## src/orsfp_pkg.sv

```systemverilog
// Shared types and constants for the offset-ranked set with floor pruning.
// Used by the controller, the datapath, the top level and the checker.
`default_nettype none
package orsfp_pkg;

   typedef enum logic [1:0] {
      CMD_INSERT = 2'd0,
      CMD_RAISE  = 2'd1,
      CMD_LOWER  = 2'd2,
      CMD_QUERY  = 2'd3
   } cmd_type;

   typedef struct packed {
      cmd_type     cmd;
      logic [31:0] value;
   } req_type;

   typedef struct packed {
      logic [31:0] answer;
      logic        found;
      logic [8:0]  present_count;
      logic [31:0] departed_total;
      logic        full_drop;
   } rsp_type;

   typedef enum logic [2:0] {
      S_IDLE,
      S_INS_RD,
      S_INS_CMP,
      S_PR_RD,
      S_PR_CMP,
      S_Q_RD,
      S_Q_ANS,
      S_FINISH
   } state_type;

   // Commands from the controller to the datapath.
   typedef struct packed {
      logic load;
      logic ins_rd;
      logic ins_cmp;
      logic pr_rd;
      logic pr_cmp;
      logic q_rd;
      logic q_ans;
      logic finish;
   } ctl_type;

   // Status from the datapath to the controller.
   typedef struct packed {
      logic ins_ok;
      logic q_ok;
      logic at_zero;
      logic ins_less;
      logic pr_more;
   } sts_type;

endpackage
`default_nettype wire

```

## src/orsfp_ctrl.sv

```systemverilog
// Controller state machine for the offset-ranked set.
// Depends on orsfp_pkg; drives the datapath through ctl_type commands.
`default_nettype none
module orsfp_ctrl (
   input  wire logic                clock,
   input  wire logic                reset,
   input  wire logic                start,
   input  wire orsfp_pkg::cmd_type  req_cmd,
   input  wire orsfp_pkg::sts_type  sts,
   output orsfp_pkg::ctl_type       ctl,
   output logic                     busy,
   output logic                     rsp_strobe
);

   orsfp_pkg::state_type state_ff, state_in;
   logic                 strobe_ff;

   always_ff @(posedge clock) begin
      if (reset) begin
         state_ff  <= orsfp_pkg::S_IDLE;
         strobe_ff <= 1'b0;
      end else begin
         state_ff  <= state_in;
         strobe_ff <= ctl.finish;
      end
   end

   always_comb begin
      state_in = state_ff;
      ctl      = '0;
      case (state_ff)
         orsfp_pkg::S_IDLE: begin
            if (start) begin
               ctl.load = 1'b1;
               case (req_cmd)
                  orsfp_pkg::CMD_INSERT:
                     state_in = sts.ins_ok ? orsfp_pkg::S_INS_RD : orsfp_pkg::S_FINISH;
                  orsfp_pkg::CMD_RAISE:  state_in = orsfp_pkg::S_FINISH;
                  orsfp_pkg::CMD_LOWER:  state_in = orsfp_pkg::S_PR_RD;
                  orsfp_pkg::CMD_QUERY:
                     state_in = sts.q_ok ? orsfp_pkg::S_Q_RD : orsfp_pkg::S_FINISH;
                  default:               state_in = orsfp_pkg::S_FINISH;
               endcase
            end
         end
         orsfp_pkg::S_INS_RD: begin
            ctl.ins_rd = 1'b1;
            state_in   = sts.at_zero ? orsfp_pkg::S_FINISH : orsfp_pkg::S_INS_CMP;
         end
         orsfp_pkg::S_INS_CMP: begin
            ctl.ins_cmp = 1'b1;
            state_in    = sts.ins_less ? orsfp_pkg::S_INS_RD : orsfp_pkg::S_FINISH;
         end
         orsfp_pkg::S_PR_RD: begin
            ctl.pr_rd = 1'b1;
            state_in  = sts.pr_more ? orsfp_pkg::S_PR_CMP : orsfp_pkg::S_FINISH;
         end
         orsfp_pkg::S_PR_CMP: begin
            ctl.pr_cmp = 1'b1;
            state_in   = orsfp_pkg::S_PR_RD;
         end
         orsfp_pkg::S_Q_RD: begin
            ctl.q_rd = 1'b1;
            state_in = orsfp_pkg::S_Q_ANS;
         end
         orsfp_pkg::S_Q_ANS: begin
            ctl.q_ans = 1'b1;
            state_in  = orsfp_pkg::S_FINISH;
         end
         orsfp_pkg::S_FINISH: begin
            ctl.finish = 1'b1;
            state_in   = orsfp_pkg::S_IDLE;
         end
         default: state_in = orsfp_pkg::S_IDLE;
      endcase
   end

   assign busy       = (state_ff != orsfp_pkg::S_IDLE);
   assign rsp_strobe = strobe_ff;

endmodule
`default_nettype wire

```

## config.mk

```make
export PLATFORM = sky130hd
export DESIGN_NAME = orsfp_ctrl
export DESIGN_NICKNAME = d
export VERILOG_FILES = /design/src/orsfp_pkg.sv /design/src/orsfp_ctrl.sv
export SDC_FILE = /design/constraint.sdc
export NUM_CORES = 1
export LEC_CHECK = 0
export BUFFER_PORTS_ARGS = -buffer_cell sky130_fd_sc_hd__buf_4
export CAP_MARGIN = 15
export CORE_AREA = 2 2 39 41
export CTS_CLUSTER_SIZE = 8
export DETAILED_ROUTE_END_ITERATION = 7
export DIE_AREA = 0 0 41 43
export SLEW_MARGIN = 20
export SYNTH_ARGS = -nofsm -noshare
export SYNTH_HDL_FRONTEND = slang
export SYNTH_SLANG_ARGS = --single-unit
```

## constraint.sdc

```tcl
create_clock -name clock -period 1.2 [get_ports clock]
set_input_delay 0.36 -clock clock [delete_from_list [all_inputs] [get_ports clock]]
set_output_delay 0.36 -clock clock [all_outputs]
set_load 0.02 [all_outputs]
```

==> key figures <==
Outcome
  • Status: complete, but fails checks
  • Violated checks: setup timing

Clock tree
  • Clk_lat worst skew: 0.23 ns
  • Longest Clk Path Bufs: 2
  • # H-tree levels: 1
  • Clk slew on worst S/H paths: 0.04 ns
  • Hold buffers post-CTS: 0
  • TritonCTS clock tree: done
  • CTS Root Cell: clkbuf_4
  • CTS sink count: 4
  • Total CTS buffers: 3

Yosys
  • Number of synthesized register bits: 4
  • Sequential cell area fraction in the yosys report: 0.259
  • Synth warnings: 0
  • Synth Cell Area: 309 um2
  • Area contributors post-synth: dfxtp_1 26%, nor2b_1 6.1%, nor2_1 4.9%
  • Cells after Synth: 39
  • Synth unique cells: 25
  • Syn_area_per_cell: 7.92 um2
  • Syn_nets: 49
  • Yosys top cell by area: dfxtp_1
  • Yosys top cell area share: 0.259

Setup path
  • Crit path max fanout: 5
  • Slowest cell on crit path: dfxtp_4
  • CP Cell Sequence: buf_4 -> nor3b_2 -> buf_4
  • Worst Setup Path Type: reg2out
  • Most frequent cell on the critical path: buf_4
  • Crit path max-delay family: flip-flops
  • Worst EP required: 0.84 ns
  • Setup crit end kind: primary output
  • Crit path arrival time: 1.09 ns
  • Worst Setup Start Kind: register
  • CP bufs+invs: 2
  • Worst path max stage delay: 0.36 ns

Routing
  • Vias: 393
  • DRT Wirelength: 1030 um
  • DR iter-0 viols: 2
  • Vias per cell: 4.57
  • Number of nets still failing antenna checks after routing: 0
  • DR WL/cell: 11.9 um
  • # DRC: 0
  • Drt first pass iters: 3

Power and ir drop
  • Combinational Power Share: 0.650
  • Sw Pwr: 0.000449 W
  • Switching share of power: 0.379
  • Total power: 0.00119 W
  • Leak: 0.310 nW
  • Share of power burned in registers: 0.212
  • PD cells: 1760 nW/um2
  • Internal: 0.000737 W
  • Clock power share: 0.138
  • Worst vdd ir: 951 uV

Floorplan
  • Initial Util: 0.223
  • Die ar.: 1760 um2
  • Core area: 1380 um2
  • Die width: 41 um
  • Top Ports: 20
  • Die height: 43 um
  • Row count: 14

Timing
  • Final setup viols: 9
  • Endpoints failing hold: 0
  • Worst-margin pin slew: 0.238 ns
  • Final setup margin: -0.252 ns
  • RSZ-0062 raised after global routing: true
  • Pins over their slew limit: 0
  • Slew margin rel.: 0.841
  • Tcrit/Tclk final: 1.21
  • Peak Freq: 689 MHz
  • Clk_skew: 0.000682 ns
  • Post-layout min period: 1.45 ns

Placement
  • Routability cong.: 0.735
  • HPWL after DPL: 666 um
  • Area after DPL: 526 um2
  • I/O Buffers: 19

Final layout
  • Fin nets: 82
  • Share of cells above drive strength 1: 0.686
  • Inserted Diodes: 0
  • Design area: 674 um2
  • Final Util: 0.487
  • Fill count: 139
  • Synth-to-Final Area Change: 118%

Global routing
  • Pin count of the biggest net entering global routing: 11
  • GRT Total Usage: 0.136
  • Congestion Overflow GR: 0
  • First-pass GRT wire length: 1640 um
  • Vias in the first global route: 371
  • Initial antenna violation count: 0

Min path
  • Hold Path Class: in2reg

Run
  • Number of max-cap violations: 0
## cell usage after synthesis (all sizes together)
cell,number
a21oi,2
dfxtp,4
or3,1
buf,3
inv,2
xnor2,1
nor2,4
and3b,1
o21bai,1
o2bb2ai,1
nor2b,3
and2,1
o311ai,1
nor4b,1
and3,1
nor3,1
nand2,3
nor3b,3
o32ai,1
nand2b,2
nand3,1
a21o,1
## cell families after synthesis
kind of cell | share of synthesized area
buf+inv | 0.101
simple gates | 0.445
xor+xnor | 0.0283
flops | 0.259
compound gates | 0.166
## stage by stage
| stage | setup slack, ns | cells | setup TNS (ns) | hold slack [ns] |
|---|---|---|---|---|
| 3_3_place_gp | -0.0893 | 80 | -0.219 | 0.528 |
| 4_1_cts | -0.249 | 89 | -2.09 | 0.278 |
| 5_1_grt | -0.310 | 86 | -2.39 | 0.285 |
| 6_report | -0.252 | 86 | -1.89 | 0.288 |
| 3_5_place_dp | -0.153 | 80 | -0.519 | 0.529 |
| 2_1_floorplan | -0.0292 | 39 | -0.114 | 0.432 |
## layout by cell type (no fill, tap or decap)
master and count:
nor2_2 1, o32ai_1 1, and3b_1 1, nand3_1 1, dfxtp_4 3, clkbuf_4 3
nand2b_1 2, o2bb2ai_2 1, nor3_4 1, buf_6 10, a21o_1 1, nor4b_2 1
nand2_1 3, and3_4 1, o311ai_4 1, nor3b_2 2, dfxtp_1 1, inv_1 2
nor2_1 3, and2_4 1, or3_1 1, buf_4 21, nor2b_1 3, xnor2_1 1
o21bai_2 1, a21oi_1 2, nor3b_4 1
## worst paths after layout
| kind | startpoint | to | slack, ns | cells past startpoint |
|---|---|---|---|---|
| setup / recovery | state_ff[0]$_SDFFE_PP0P_ | ctl[5] | -0.25 | 3 |
| hold reg to reg | state_ff[0]$_SDFFE_PP0P_ | state_ff[0]$_SDFFE_PP0P_ | 0.61 | 2 |
| hold / removal | reset | rsp_strobe$_SDFF_PP0_ | 0.29 | 2 |
| setup reg to reg | state_ff[0]$_SDFFE_PP0P_ | state_ff[2]$_SDFFE_PP0P_ | 0.01 | 4 |
## sequential cells by signal, indices dropped and copies added (netlist names)
signal,cells
state_ff,3
rsp_strobe,1
## metal layers
layer	global-route usage	vias to the layer above	part of all wire
met2	0.184	12	0.53
li1	-	197	-
met3	0.0314	0	0.042
met1	0.198	184	0.43
met4	0.0600	0	0
met5	0	-	0
## what timing repair did
item                       in CTS  in global routing
buffers inserted                5                  0
cloned                          1                  0
setup endpoints to repair      12                 12
gates resized for setup        14                 14
pin swaps                       5                  4
## layout make-up
class	instances	area, um2	share of cell area
Timing Repair Buffer	31	270	0.401
Multi-Input combinational cell	30	263	0.390
Sequential cell	4	91.3	0.135
Clock buffer	3	22.5	0.0334
Tap cell	16	20.0	0.0297
Inverter	2	7.51	0.0111
## power groups by stage
stage               Sequential, W  Combinational (W)  Clock [W]
CTS                      0.000242           0.000749   0.000175
global route             0.000260           0.000831   0.000180
finish                   0.000251           0.000771   0.000164
detailed placement       0.000206           0.000579          0
floorplan                0.000190           0.000356          0
global placement         0.000203           0.000574          0
(Power assumes the default switching activity.)
